===== config.mk =====
export PLATFORM = sky130hd
export DESIGN_NAME = lru_page_replacement_core
export DESIGN_NICKNAME = d
export VERILOG_FILES = /design/src/rtl/lru_pkg.sv /design/src/rtl/lru_ram.sv /design/src/rtl/lru_engine.sv /design/src/rtl/lru_page_replacement_core.sv
export SDC_FILE = /design/constraint.sdc
export NUM_CORES = 1
export LEC_CHECK = 0
export BUFFER_PORTS_ARGS = -buffer_cell sky130_fd_sc_hd__buf_4
export CORE_ASPECT_RATIO = 0.8
export CORE_MARGIN = 3
export CORE_UTILIZATION = 50
export CTS_BUF_LIST = sky130_fd_sc_hd__clkbuf_4 sky130_fd_sc_hd__clkbuf_8 sky130_fd_sc_hd__clkbuf_16
export DETAILED_ROUTE_END_ITERATION = 6
export PLACE_DENSITY = 0.75
export SLEW_MARGIN = 30
export SYNTH_ARGS = -nofsm -noshare
export SYNTH_HDL_FRONTEND = slang
export SYNTH_SLANG_ARGS = --single-unit

===== constraint.sdc =====
create_clock -name i_clk -period 3.9 [get_ports i_clk]
set_input_delay 0.195 -clock i_clk [delete_from_list [all_inputs] [get_ports i_clk]]
set_output_delay 0.195 -clock i_clk [all_outputs]
set_load 0.005 [all_outputs]

===== src/rtl/lru_pkg.sv =====
// Shared constants and types for the LRU page replacement core.
`default_nettype none

package lru_pkg;

    localparam int FRAMES_DEF    = 8;
    localparam int PAGE_BITS_DEF = 16;

    localparam int PAGE_W  = 16;        // page field width on the ports
    localparam int FRAME_W = 3;         // frame field width on the ports
    localparam int CFG_W   = 4;
    localparam int TOTAL_W = 32;

    localparam logic [CFG_W-1:0]   CFG_RESET = 4'd8;
    localparam logic [TOTAL_W-1:0] TOTAL_MAX = '1;

    // engine status toward the top level
    typedef struct packed {
        logic busy;
        logic done;
        logic hit;
        logic ev_valid;
    } t_eng_stat;

endpackage

`default_nettype wire


===== src/rtl/lru_ram.sv =====
// Generic single-write, single-read RAM with registered read data.
`default_nettype none

module lru_ram #(
    parameter  int WIDTH = 16,
    parameter  int DEPTH = 8,
    localparam int AW    = (DEPTH > 1) ? $clog2(DEPTH) : 1
) (
    input  wire logic             i_clk,
    input  wire logic             i_we,
    input  wire logic [AW-1:0]    i_waddr,
    input  wire logic [WIDTH-1:0] i_wdata,
    input  wire logic             i_re,
    input  wire logic [AW-1:0]    i_raddr,
    output logic      [WIDTH-1:0] o_rdata
);

    logic [WIDTH-1:0] r_mem [DEPTH];
    logic [WIDTH-1:0] r_rdata;

    always_ff @(posedge i_clk) begin
        if (i_we) begin
            r_mem[i_waddr] <= i_wdata;
        end
        if (i_re) begin
            r_rdata <= r_mem[i_raddr];
        end
    end

    assign o_rdata = r_rdata;

endmodule

`default_nettype wire


===== src/rtl/lru_engine.sv =====
// Replacement engine: frame table in RAM, scan pass then read-modify-write aging pass.
`default_nettype none

module lru_engine #(
    parameter  int FRAMES    = lru_pkg::FRAMES_DEF,
    parameter  int PAGE_BITS = lru_pkg::PAGE_BITS_DEF,
    localparam int FIDX_W    = (FRAMES > 1) ? $clog2(FRAMES) : 1,
    localparam int CNT_W     = $clog2(FRAMES + 1)
) (
    input  wire logic                 i_clk,
    input  wire logic                 i_rst_n,
    input  wire logic                 i_start,
    input  wire logic [PAGE_BITS-1:0] i_page,
    input  wire logic [CNT_W-1:0]     i_n_act,
    input  wire logic                 i_ack,
    output lru_pkg::t_eng_stat        o_stat,
    output logic      [FIDX_W-1:0]    o_frame,
    output logic      [PAGE_BITS-1:0] o_ev_page
);

    localparam int RANK_W = FIDX_W;
    localparam int DW     = PAGE_BITS + RANK_W;
    localparam logic [RANK_W-1:0] RANK_MAX = RANK_W'(FRAMES - 1);
    localparam logic [CNT_W-1:0]  CNT_FRAMES = CNT_W'(FRAMES);

    localparam logic [2:0] ST_IDLE   = 3'd0;
    localparam logic [2:0] ST_SCAN   = 3'd1;
    localparam logic [2:0] ST_DECIDE = 3'd2;
    localparam logic [2:0] ST_UPD    = 3'd3;
    localparam logic [2:0] ST_DONE   = 3'd4;

    logic [2:0]            r_state, n_state;
    logic [CNT_W-1:0]      r_cnt, n_cnt;
    logic                  r_rv, n_rv;
    logic [FIDX_W-1:0]     r_ridx, n_ridx;
    logic [FRAMES-1:0]     r_valid, n_valid;
    logic [PAGE_BITS-1:0]  r_page, n_page;
    logic                  r_hit, n_hit;
    logic [FIDX_W-1:0]     r_match_idx, n_match_idx;
    logic [RANK_W-1:0]     r_match_rank, n_match_rank;
    logic                  r_empty_found, n_empty_found;
    logic [FIDX_W-1:0]     r_empty_idx, n_empty_idx;
    logic [RANK_W-1:0]     r_best_rank, n_best_rank;
    logic [FIDX_W-1:0]     r_best_idx, n_best_idx;
    logic [PAGE_BITS-1:0]  r_best_page, n_best_page;
    logic [FIDX_W-1:0]     r_f, n_f;
    logic                  r_wv, n_wv;
    logic [RANK_W-1:0]     r_old, n_old;
    logic [PAGE_BITS-1:0]  r_ev_page, n_ev_page;

    logic                  ram_we, ram_re;
    logic [FIDX_W-1:0]     ram_waddr, ram_raddr;
    logic [DW-1:0]         ram_wdata, ram_rdata;
    logic [PAGE_BITS-1:0]  rd_page;
    logic [RANK_W-1:0]     rd_rank;
    logic                  rd_valid;
    logic [CNT_W-1:0]      n_act_m1;
    logic [FIDX_W-1:0]     last_act;

    assign rd_page  = ram_rdata[DW-1:RANK_W];
    assign rd_rank  = ram_rdata[RANK_W-1:0];
    assign rd_valid = r_valid[r_ridx];
    assign n_act_m1 = i_n_act - CNT_W'(1);
    assign last_act = n_act_m1[FIDX_W-1:0];

    lru_ram #(
        .WIDTH (DW),
        .DEPTH (FRAMES)
    ) u_ram (
        .i_clk   (i_clk),
        .i_we    (ram_we),
        .i_waddr (ram_waddr),
        .i_wdata (ram_wdata),
        .i_re    (ram_re),
        .i_raddr (ram_raddr),
        .o_rdata (ram_rdata)
    );

    always_comb begin
        n_state       = r_state;
        n_cnt         = r_cnt;
        n_rv          = 1'b0;
        n_ridx        = r_ridx;
        n_valid       = r_valid;
        n_page        = r_page;
        n_hit         = r_hit;
        n_match_idx   = r_match_idx;
        n_match_rank  = r_match_rank;
        n_empty_found = r_empty_found;
        n_empty_idx   = r_empty_idx;
        n_best_rank   = r_best_rank;
        n_best_idx    = r_best_idx;
        n_best_page   = r_best_page;
        n_f           = r_f;
        n_wv          = r_wv;
        n_old         = r_old;
        n_ev_page     = r_ev_page;
        ram_re        = 1'b0;
        ram_raddr     = r_cnt[FIDX_W-1:0];
        ram_we        = 1'b0;
        ram_waddr     = r_ridx;
        ram_wdata     = ram_rdata;

        case (r_state)
            ST_IDLE: begin
                if (i_start) begin
                    n_page        = i_page;
                    n_hit         = 1'b0;
                    n_empty_found = 1'b0;
                    ram_re        = 1'b1;
                    ram_raddr     = '0;
                    n_cnt         = CNT_W'(1);
                    n_rv          = 1'b1;
                    n_ridx        = '0;
                    n_state       = ST_SCAN;
                end
            end
            ST_SCAN: begin
                if (r_cnt < i_n_act) begin
                    ram_re = 1'b1;
                    n_cnt  = r_cnt + CNT_W'(1);
                    n_rv   = 1'b1;
                    n_ridx = r_cnt[FIDX_W-1:0];
                end
                if (r_rv) begin
                    if (rd_valid && rd_page == r_page && !r_hit) begin
                        n_hit        = 1'b1;
                        n_match_idx  = r_ridx;
                        n_match_rank = rd_rank;
                    end
                    if (!rd_valid && !r_empty_found) begin
                        n_empty_found = 1'b1;
                        n_empty_idx   = r_ridx;
                    end
                    // strict compare keeps the lowest index among equal ranks
                    if (r_ridx == '0 || rd_rank > r_best_rank) begin
                        n_best_rank = rd_rank;
                        n_best_idx  = r_ridx;
                        n_best_page = rd_page;
                    end
                    if (r_ridx == last_act) begin
                        n_state = ST_DECIDE;
                    end
                end
            end
            ST_DECIDE: begin
                if (r_hit) begin
                    n_f   = r_match_idx;
                    n_wv  = 1'b1;
                    n_old = r_match_rank;
                end else if (r_empty_found) begin
                    n_f   = r_empty_idx;
                    n_wv  = 1'b0;
                    n_old = '0;
                end else begin
                    n_f   = r_best_idx;
                    n_wv  = 1'b1;
                    n_old = r_best_rank;
                end
                n_ev_page = (!r_hit && !r_empty_found) ? r_best_page : '0;
                ram_re    = 1'b1;
                ram_raddr = '0;
                n_cnt     = CNT_W'(1);
                n_rv      = 1'b1;
                n_ridx    = '0;
                n_state   = ST_UPD;
            end
            ST_UPD: begin
                // read of entry k+1 overlaps the write of entry k: never the same entry
                if (r_cnt < CNT_FRAMES) begin
                    ram_re = 1'b1;
                    n_cnt  = r_cnt + CNT_W'(1);
                    n_rv   = 1'b1;
                    n_ridx = r_cnt[FIDX_W-1:0];
                end
                if (r_rv) begin
                    ram_we = 1'b1;
                    if (r_ridx == r_f) begin
                        ram_wdata = {(r_hit ? rd_page : r_page), {RANK_W{1'b0}}};
                    end else if (rd_valid && (!r_wv || rd_rank < r_old)
                                 && rd_rank != RANK_MAX) begin
                        ram_wdata = {rd_page, rd_rank + RANK_W'(1)};
                    end
                    if (r_ridx == FIDX_W'(FRAMES - 1)) begin
                        n_valid[r_f] = 1'b1;
                        n_state      = ST_DONE;
                    end
                end
            end
            ST_DONE: begin
                if (i_ack) begin
                    n_state = ST_IDLE;
                end
            end
            default: begin
                n_state = ST_IDLE;
            end
        endcase
    end

    always_ff @(posedge i_clk) begin
        if (!i_rst_n) begin
            r_state <= ST_IDLE;
            r_rv    <= 1'b0;
            r_valid <= '0;
        end else begin
            r_state <= n_state;
            r_rv    <= n_rv;
            r_valid <= n_valid;
        end
        r_cnt         <= n_cnt;
        r_ridx        <= n_ridx;
        r_page        <= n_page;
        r_hit         <= n_hit;
        r_match_idx   <= n_match_idx;
        r_match_rank  <= n_match_rank;
        r_empty_found <= n_empty_found;
        r_empty_idx   <= n_empty_idx;
        r_best_rank   <= n_best_rank;
        r_best_idx    <= n_best_idx;
        r_best_page   <= n_best_page;
        r_f           <= n_f;
        r_wv          <= n_wv;
        r_old         <= n_old;
        r_ev_page     <= n_ev_page;
    end

    assign o_stat.busy     = (r_state != ST_IDLE);
    assign o_stat.done     = (r_state == ST_DONE);
    assign o_stat.hit      = r_hit;
    assign o_stat.ev_valid = !r_hit && r_wv;
    assign o_frame         = r_f;
    assign o_ev_page       = r_ev_page;

    a_used_frame_valid: assert property (@(posedge i_clk) disable iff (!i_rst_n)
        (r_state == ST_DONE) |-> r_valid[r_f])
        else $error("frame used by the word is not marked valid");

    a_scan_in_range: assert property (@(posedge i_clk) disable iff (!i_rst_n)
        (r_state == ST_SCAN && ram_re) |-> (r_cnt < i_n_act))
        else $error("scan read beyond the active frames");

    a_idle_no_data: assert property (@(posedge i_clk) disable iff (!i_rst_n)
        (r_state == ST_IDLE) |-> !r_rv)
        else $error("read data pending while idle");

    a_fill_only_empty: assert property (@(posedge i_clk) disable iff (!i_rst_n)
        (r_state == ST_UPD && !r_wv) |-> !r_valid[r_f])
        else $error("fill targets a frame that is already valid");

endmodule

`default_nettype wire


===== src/rtl/lru_page_replacement_core.sv =====
// Each word runs a scan pass over the n_active active frames, then an aging pass over all
// frames, through the single frame-table RAM; n_active is frames_in_use clamped to 1..FRAMES.
// No new word is taken until the result of the last one has moved to the output register,
// which holds that result while the output stalls.
// Reset (synchronous, active low): all frames empty, totals zero, frames_in_use = 8;
// the frame-table RAM is not cleared; an entry's contents take effect only once its frame is valid.
`default_nettype none

module lru_page_replacement_core #(
    parameter int FRAMES    = lru_pkg::FRAMES_DEF,
    parameter int PAGE_BITS = lru_pkg::PAGE_BITS_DEF
) (
    input  wire logic                         i_clk,
    input  wire logic                         i_rst_n,
    input  wire logic                         i_cfg_we,
    input  wire logic [lru_pkg::CFG_W-1:0]    i_cfg_wdata,
    input  wire logic                         i_in_valid,
    output logic                              o_in_stall,
    input  wire logic [lru_pkg::PAGE_W-1:0]   i_page,
    output logic                              o_out_valid,
    input  wire logic                         i_out_stall,
    output logic                              o_hit,
    output logic      [lru_pkg::FRAME_W-1:0]  o_frame,
    output logic                              o_evicted_valid,
    output logic      [lru_pkg::PAGE_W-1:0]   o_evicted_page,
    output logic      [lru_pkg::TOTAL_W-1:0]  o_hit_total,
    output logic      [lru_pkg::TOTAL_W-1:0]  o_access_total
);

    localparam int FIDX_W = (FRAMES > 1) ? $clog2(FRAMES) : 1;
    localparam int CNT_W  = $clog2(FRAMES + 1);
    localparam int AW     = (CNT_W > lru_pkg::CFG_W) ? CNT_W : lru_pkg::CFG_W;
    localparam int PW     = lru_pkg::PAGE_W;
    localparam int FW     = lru_pkg::FRAME_W;
    localparam int TW     = lru_pkg::TOTAL_W;

    logic [lru_pkg::CFG_W-1:0] r_cfg;
    logic [AW-1:0]             cfg_ext;
    logic [AW-1:0]             n_act_ext;
    logic [CNT_W-1:0]          n_act;

    logic [PAGE_BITS-1:0]      page_in;
    logic [PAGE_BITS-1:0]      eng_ev_page;
    logic [FIDX_W-1:0]         eng_frame;
    lru_pkg::t_eng_stat        eng_stat;
    logic                      start, ack;
    logic [FW-1:0]             frame_out;
    logic [PW-1:0]             ev_page_out;

    logic                      r_out_valid;
    logic                      r_hit;
    logic [FW-1:0]             r_frame;
    logic                      r_ev_valid;
    logic [PW-1:0]             r_ev_page;
    logic [TW-1:0]             r_hit_total, n_hit_total;
    logic [TW-1:0]             r_acc_total, n_acc_total;

    // active frame count, clamped to 1..FRAMES
    assign cfg_ext = AW'(r_cfg);
    always_comb begin
        if (cfg_ext == '0) begin
            n_act_ext = AW'(1);
        end else if (cfg_ext > AW'(FRAMES)) begin
            n_act_ext = AW'(FRAMES);
        end else begin
            n_act_ext = cfg_ext;
        end
    end
    assign n_act = n_act_ext[CNT_W-1:0];

    generate
        if (PAGE_BITS <= PW) begin : g_page_narrow
            assign page_in     = i_page[PAGE_BITS-1:0];
            assign ev_page_out = PW'(eng_ev_page);
        end else begin : g_page_wide
            assign page_in     = PAGE_BITS'(i_page);
            assign ev_page_out = eng_ev_page[PW-1:0];
        end
        if (FIDX_W >= FW) begin : g_frame_trunc
            assign frame_out = eng_frame[FW-1:0];
        end else begin : g_frame_ext
            assign frame_out = FW'(eng_frame);
        end
    endgenerate

    assign o_in_stall = eng_stat.busy;
    assign start      = i_in_valid && !eng_stat.busy;
    assign ack        = eng_stat.done && (!r_out_valid || !i_out_stall);

    lru_engine #(
        .FRAMES    (FRAMES),
        .PAGE_BITS (PAGE_BITS)
    ) u_engine (
        .i_clk     (i_clk),
        .i_rst_n   (i_rst_n),
        .i_start   (start),
        .i_page    (page_in),
        .i_n_act   (n_act),
        .i_ack     (ack),
        .o_stat    (eng_stat),
        .o_frame   (eng_frame),
        .o_ev_page (eng_ev_page)
    );

    assign n_acc_total = (r_acc_total == lru_pkg::TOTAL_MAX) ? r_acc_total
                                                              : r_acc_total + TW'(1);
    assign n_hit_total = (!eng_stat.hit || r_hit_total == lru_pkg::TOTAL_MAX) ? r_hit_total
                                                              : r_hit_total + TW'(1);

    always_ff @(posedge i_clk) begin
        if (!i_rst_n) begin
            r_cfg       <= lru_pkg::CFG_RESET;
            r_out_valid <= 1'b0;
            r_hit_total <= '0;
            r_acc_total <= '0;
        end else begin
            if (i_cfg_we) begin
                r_cfg <= i_cfg_wdata;
            end
            if (ack) begin
                r_out_valid <= 1'b1;
                r_hit_total <= n_hit_total;
                r_acc_total <= n_acc_total;
            end else if (!i_out_stall) begin
                r_out_valid <= 1'b0;
            end
        end
        if (ack) begin
            r_hit      <= eng_stat.hit;
            r_frame    <= frame_out;
            r_ev_valid <= eng_stat.ev_valid;
            r_ev_page  <= ev_page_out;
        end
    end

    assign o_out_valid     = r_out_valid;
    assign o_hit           = r_hit;
    assign o_frame         = r_frame;
    assign o_evicted_valid = r_ev_valid;
    assign o_evicted_page  = r_ev_page;
    assign o_hit_total     = r_hit_total;
    assign o_access_total  = r_acc_total;

    a_hits_le_accesses: assert property (@(posedge i_clk) disable iff (!i_rst_n)
        r_hit_total <= r_acc_total)
        else $error("hit total exceeds access total");

    a_hit_no_evict: assert property (@(posedge i_clk) disable iff (!i_rst_n)
        (r_out_valid && r_hit) |-> !r_ev_valid)
        else $error("eviction reported on a hit");

    a_no_evict_zero_page: assert property (@(posedge i_clk) disable iff (!i_rst_n)
        (r_out_valid && !r_ev_valid) |-> (r_ev_page == '0))
        else $error("evicted page nonzero without eviction");

endmodule

`default_nettype wire


==> After elaboration in Yosys (flattened, before gate mapping) <==
Memory sizes are Yosys's and may differ from the RTL's. A register that Yosys moved wholly into a read port is not among the register bits.
Index checks and enable logic that the tools add are counted.
{ "word_totals": {"out_inout_bits": 87, "ram_bits": 152, "word_cells": 153, "ff_bits": 181, "memories": 1} }
{ "mem_list": {"columns": ["name", "words", "word_bits", "read_ports", "rd_clocked_by_memory_dff", "wr", "line", "source"], "rows": [
  ["u_engine.u_ram.r_mem", 8, 19, 1, 1, 1, "lru_ram.sv:18", "logic [WIDTH-1:0] r_mem [DEPTH];"]
]} }
{ "op_classes": {"n_addsub": 5, "reduce_logical": 38, "n_lt_le_gt_ge": 8, "eq_ne": 22, "muxes": 50, "bitwise_logic": 3} }
{ "ops": {"columns": ["cell", "n"], "rows": [
  ["$add 32x1->32 const B", 2],
  ["$eq 32x32->1 const B", 2],
  ["$mux 19", 3],
  ["$mux 3", 15],
  ["$mux 4", 5],
  ["$ne 2x1->1 const B", 10],
  ["$mux 1", 17],
  ["$eq 16x16->1", 1],
  ["$mux 16", 1],
  ["$pmux 4 s4", 1],
  ["$pmux 3 s5", 1],
  ["$pmux 3 s4", 1],
  ["$reduce_and 3->1", 4],
  ["$reduce_and 4->1", 3],
  ["$logic_and 1x1->1", 10],
  ["$lt 3x4->1 const B", 2],
  ["$or 8x8->8", 1],
  ["$logic_not 1->1", 7],
  ["$eq 3x2->1 const B", 2],
  ["$eq 3x3->1", 2],
  ["$eq 3x3->1 const B", 2],
  ["$logic_not 3->1", 2],
  ["$pmux 3 s2", 1],
  ["$reduce_and 2->1", 3],
  ["other kinds (23)", 28]
]} }

==> Depth between registers and ports, before layout <==
{ "logic_depth": {"word_depth": 8, "ltp_mapped": 9} }

==> Hierarchy <==
From an unflattened synthesis, not the netlist that was laid out.
{ "hier_totals": {"cells_unflattened": 997, "area_unflattened_um2": 14726.6} }
{ "modules_own_cells": {"columns": ["module", "cells_per_inst", "n_inst", "area_per_inst_um2"], "rows": [
  ["lru_ram", 251, 1, 6449.9],
  ["lru_engine", 303, 1, 4160.2],
  ["lru_page_replacement_core", 443, 1, 4116.4]
]} }

==> Least setup slack after synthesis <==
Ideal clock, no wire load.
{ "synth_path": {"kind": "register to register", "start": "register u_engine.r_ridx[2]", "end": "register u_engine.r_valid[1]", "synth_period_minus_slack_ps": 2843, "path_slack_ps": 1057, "t_arrival_ps": 2785, "setup_ps": 58, "stages_incl_launch_ff": 7, "required_ps": 3842, "path_buffers": 1, "cell_sequence": "edfxtp_1 -> clkbuf_1 -> nand2_1 -> nor3_1 -> nand2_1 -> nor3_1 -> o21a_1"} }
{ "synth_via": {"elab_chain_cells": 2} }
{ "synth_rtl": {"columns": ["element", "line", "source"], "rows": [
  ["from (decl)", "lru_engine.sv:35", "logic [FIDX_W-1:0] r_ridx, n_ridx;"],
  ["from (signal assigned)", "lru_engine.sv:212", "r_ridx <= n_ridx;"],
  ["$eq 3x3->1", "lru_engine.sv:184", "if (r_ridx == FIDX_W'(FRAMES - 1)) begin"],
  ["$reduce_and 3->1 (no line)", null, null],
  ["to (signal assigned)", "lru_engine.sv:209", "r_valid <= n_valid;"],
  ["to (decl)", "lru_engine.sv:36", "logic [FRAMES-1:0] r_valid, n_valid;"]
]} }
Every way passes these cells.
A chain may end at the register's enable or synchronous reset.

==> Worst setup path after layout <==
{ "layout_path": {"start": "register u_engine.r_state[1]", "end": "register u_engine.u_ram.r_rdata[16], in the netlist u_engine.u_ram.o_rdata[16], read port of u_engine.u_ram.r_mem, data pin"} }
{ "layout_via": {"elab_chain_cells": 5, "word_cells_on_any_way": 11, "cone_classes": "eq/ne: 3; mux: 4; reduce/logical: 4"} }
{ "layout_rtl": {"columns": ["element", "line", "source"], "rows": [
  ["from (decl)", "lru_engine.sv:32", "logic [2:0] r_state, n_state;"],
  ["from (signal assigned)", "lru_engine.sv:207", "r_state <= n_state;"],
  ["$reduce_bool 3->1", "lru_engine.sv:228", "assign o_stat.busy = (r_state != ST_IDLE);"],
  ["$logic_not 1->1", "lru_page_replacement_core.sv:87", "assign start = i_in_valid && !eng_stat.busy;"],
  ["$logic_and 1x1->1", "lru_page_replacement_core.sv:87", null],
  ["$mux 1 or $mux 3 (tied branches)", "lru_engine.sv:106", "if (i_start) begin"],
  ["$pmux 1 s4 or $pmux 3 s2 (tied branches)", "lru_engine.sv:104", "case (r_state)"],
  ["to (decl)", "lru_ram.sv:19", "logic [WIDTH-1:0] r_rdata;"]
]} }
Parallel ways exist; a longest one is shown, timed or not.

==> results.sh <==
export IMPL_status="completed"
export IMPL_drv_slew=0
export IMPL_cp_buffers_inverters=0
export IMPL_syn_area_sq_um=14760
export IMPL_layout_commonest_cell="edfxtp_1"
export IMPL_grt_setup_unrepaired="false"
export IMPL_grt_use_total_pct=20.94
export IMPL_clock_root_buffer="clkbuf_16"
export IMPL_max_freq_ghz=0.3568
export IMPL_crit_fanout=19
export IMPL_drc=0
export IMPL_io_pins=112
export IMPL_path_class="flip-flop to flip-flop"
export IMPL_relSlewSlack_pct=48.00
export IMPL_worst_skew_pair_late_latency_ns=0.52
export IMPL_wl_um=32950
export IMPL_row_count=55
export IMPL_grt_antenna_before_repair=2
export IMPL_synthCells=1082
export IMPL_grt_pass1_vias=9372
export IMPL_wl_met1_um=14240
export IMPL_worst_path_max_delay_cell="or3_1"
export IMPL_portBuffers=111
export IMPL_crit_required_ns=4.16
export IMPL_hpwlAfterDp_um=20920
export IMPL_cp_slowest_stage_delay_ns=0.59
export IMPL_setup_violations=0
export IMPL_syn_to_final_growth_pct=18.72
export IMPL_fin_skew_ns=0.02617
export IMPL_tightest_slew_ns=0.7791
export IMPL_tritoncts="built"
export IMPL_routed_via_density=5.941
export IMPL_min_period_ns=2.803
export IMPL_synth_edf_count=271
export IMPL_ys_flop_type="edfxtp_1"
export IMPL_die_x_um=198.1
export IMPL_ys_warn_count=0
export IMPL_yosys_area_top_type="edfxtp_1"
export IMPL_htreeDepth=2
export IMPL_end_kind="flip-flop"
export IMPL_cts_resized=0
export IMPL_start_util_pct=51.45
export IMPL_fin_util_pct=61.08
export IMPL_path_clk_slew_ns=0.06
export IMPL_p_per_area_nw_per_um2=498.7
export IMPL_yosys_register_bits=352
export IMPL_power_leakage_nw=5.950
export IMPL_synth_top_area_share_pct=55.12
export IMPL_nets=1271
export IMPL_fin_tns_setup_ns=0
export IMPL_met3_length_um=2544
export IMPL_async_flop_share_pct=0
export IMPL_dr_wl_met2_um=15470
export IMPL_wire_per_inst_um=20.24
export IMPL_critical_path_cell_chain="nor2_2 > or3_1 > nand2_4 > mux4_2 > mux2_2"
export IMPL_crit_family="simple AND/OR/NAND/NOR gates"
export IMPL_fp_dieArea_sq_um=31640
export IMPL_drive_gt1_share_pct=22.04
export IMPL_hp_class="primary input to flip-flop"
export IMPL_grt_overflow=0
export IMPL_grt_max_degree=45
export IMPL_first_iter_violations=937
export IMPL_yosysUniqueCellTypes=65
export IMPL_maxCapViolCount=0
export IMPL_avgSynthCellArea_sq_um=13.64
export IMPL_gp_congestion=0.8320
export IMPL_postCtsHoldBufs=24
export IMPL_fin_crit_sh_pct=71.87
export IMPL_power_mw=8.740
export IMPL_drtAntennaViolNets=0
export IMPL_highest_layer="met4"
export IMPL_clock_path_buffers=3
export IMPL_layout_common_cells="271 x edfxtp_1, 137 x buf_4, 81 x dfxtp_1"
export IMPL_vias=9672
export IMPL_ys_seq_area_share_pct=66.11
export IMPL_grt_pass1_wl_um=52650
export IMPL_dr_pass1_iters=7
export IMPL_start_kind="flip-flop"
export IMPL_cts_buffers_inserted=36
export IMPL_cts_num_sinks=352
export IMPL_die_h_um=159.7
export IMPL_arrival_ns=3.07
export IMPL_cts_setup_buffers=0
export IMPL_ir_drop_mv=0.2986
export IMPL_core_area_sq_um=28700
export IMPL_syn_num_nets=1121
export IMPL_synthTopCellsByArea="edfxtp_1 55%, dfxtp_1 11%, mux4_2 2.9%, mux2_2 2.7%, nand2b_1 2.2%"
export IMPL_hold_viol=0
## cells in the mapped netlist (all sizes together) (25+ instances only)
cell type	instances
and2	25
clkbuf	32
xor2	27
mux2	35
nor2	43
nand2	56
nand2b	53
nand3	31
edfxtp	271
o21ai	57
a21oi	38
or3	26
dfxtp	81
## stage by stage
stage	worst slack, ns	cells	hold slack [ns]	instance area, sq um
after detailed placement	1.039	1538	0.3745	16080
after floorplan	1.057	1082	0.2939	14760
after global placement	1.145	1536	0.3737	16060
after global routing	0.8769	1628	0.03203	17530
final	1.097	1628	0.01685	17530
after CTS	1.011	1625	0.004653	17510
## power by group
group | leakage, nW | total (mW) | internal [mW] | switching (mW)
sequential | 3.13 | 4.48 | 4.31 | 0.166
combinational | 2.23 | 0.846 | 0.355 | 0.491
clock | 0.590 | 3.42 | 2.06 | 1.36
## final timing paths
check / endpoint / cells after the start / startpoint / slack [ns]
setup / recovery: u_engine.u_ram.o_rdata[16] / 5 / u_engine.r_state[1] / 1.10
setup reg to reg: u_engine.u_ram.o_rdata[16] / 5 / u_engine.r_state[1] / 1.10
hold reg to reg: o_evicted_page[11] / 0 / u_engine.o_ev_page[11] / 0.41
hold / removal: cfg_ext[2] / 3 / i_cfg_we / 0.02
## state kept, by name (all words and copies together) (netlist names), 4 cells and up
signal / count
u_engine.u_ram.r_mem: 152
o_access_total: 32
o_hit_total: 32
u_engine.u_ram.o_rdata: 19
o_evicted_page: 16
u_engine.o_ev_page: 16
u_engine.r_best_page: 16
u_engine.r_page: 16
u_engine.r_valid: 8
cfg_ext: 4
u_engine.r_cnt: 4
## worst min-delay path, stage by stage
cell     delay, ns
buf_4         0.12
mux2i_1       0.08
nor2_1        0.08
## cells by family (layout without fill, tap and decap cells)
group | count (synthesis) | count (layout) | share of synthesized area, %
adder cells (fa/ha/maj) | 14 | 14 | 1.187
multiplexers | 70 | 70 | 6.653
other | 0 | 1 | 0
AO/OA/AOI/OAI | 199 | 199 | 8.721
XOR/XNOR | 35 | 35 | 2.076
buffers and inverters | 73 | 248 | 2.178
AND/OR/NAND/NOR | 339 | 339 | 13.08
flip-flops | 352 | 352 | 66.11
## per-layer routing
metal,vias up,global-route usage (%)
met5,-,0
met4,0,5.884
met3,59,3.902
met2,364,32.63
met1,4755,30.39
li1,4494,-
## final cells by class
cell class                      count  area (sq um)
Antenna cell                        1         2.502
Clock buffer                       49          1033
Clock inverter                     14         152.6
Fill cell                        2094         11170
Inverter                           20         75.07
Multi-Input combinational cell    657          4733
Sequential cell                   352          9759
Tap cell                          370         462.9
Timing Repair Buffer              165          1308
No activity file was read; power rests on OpenSTA's default activity.
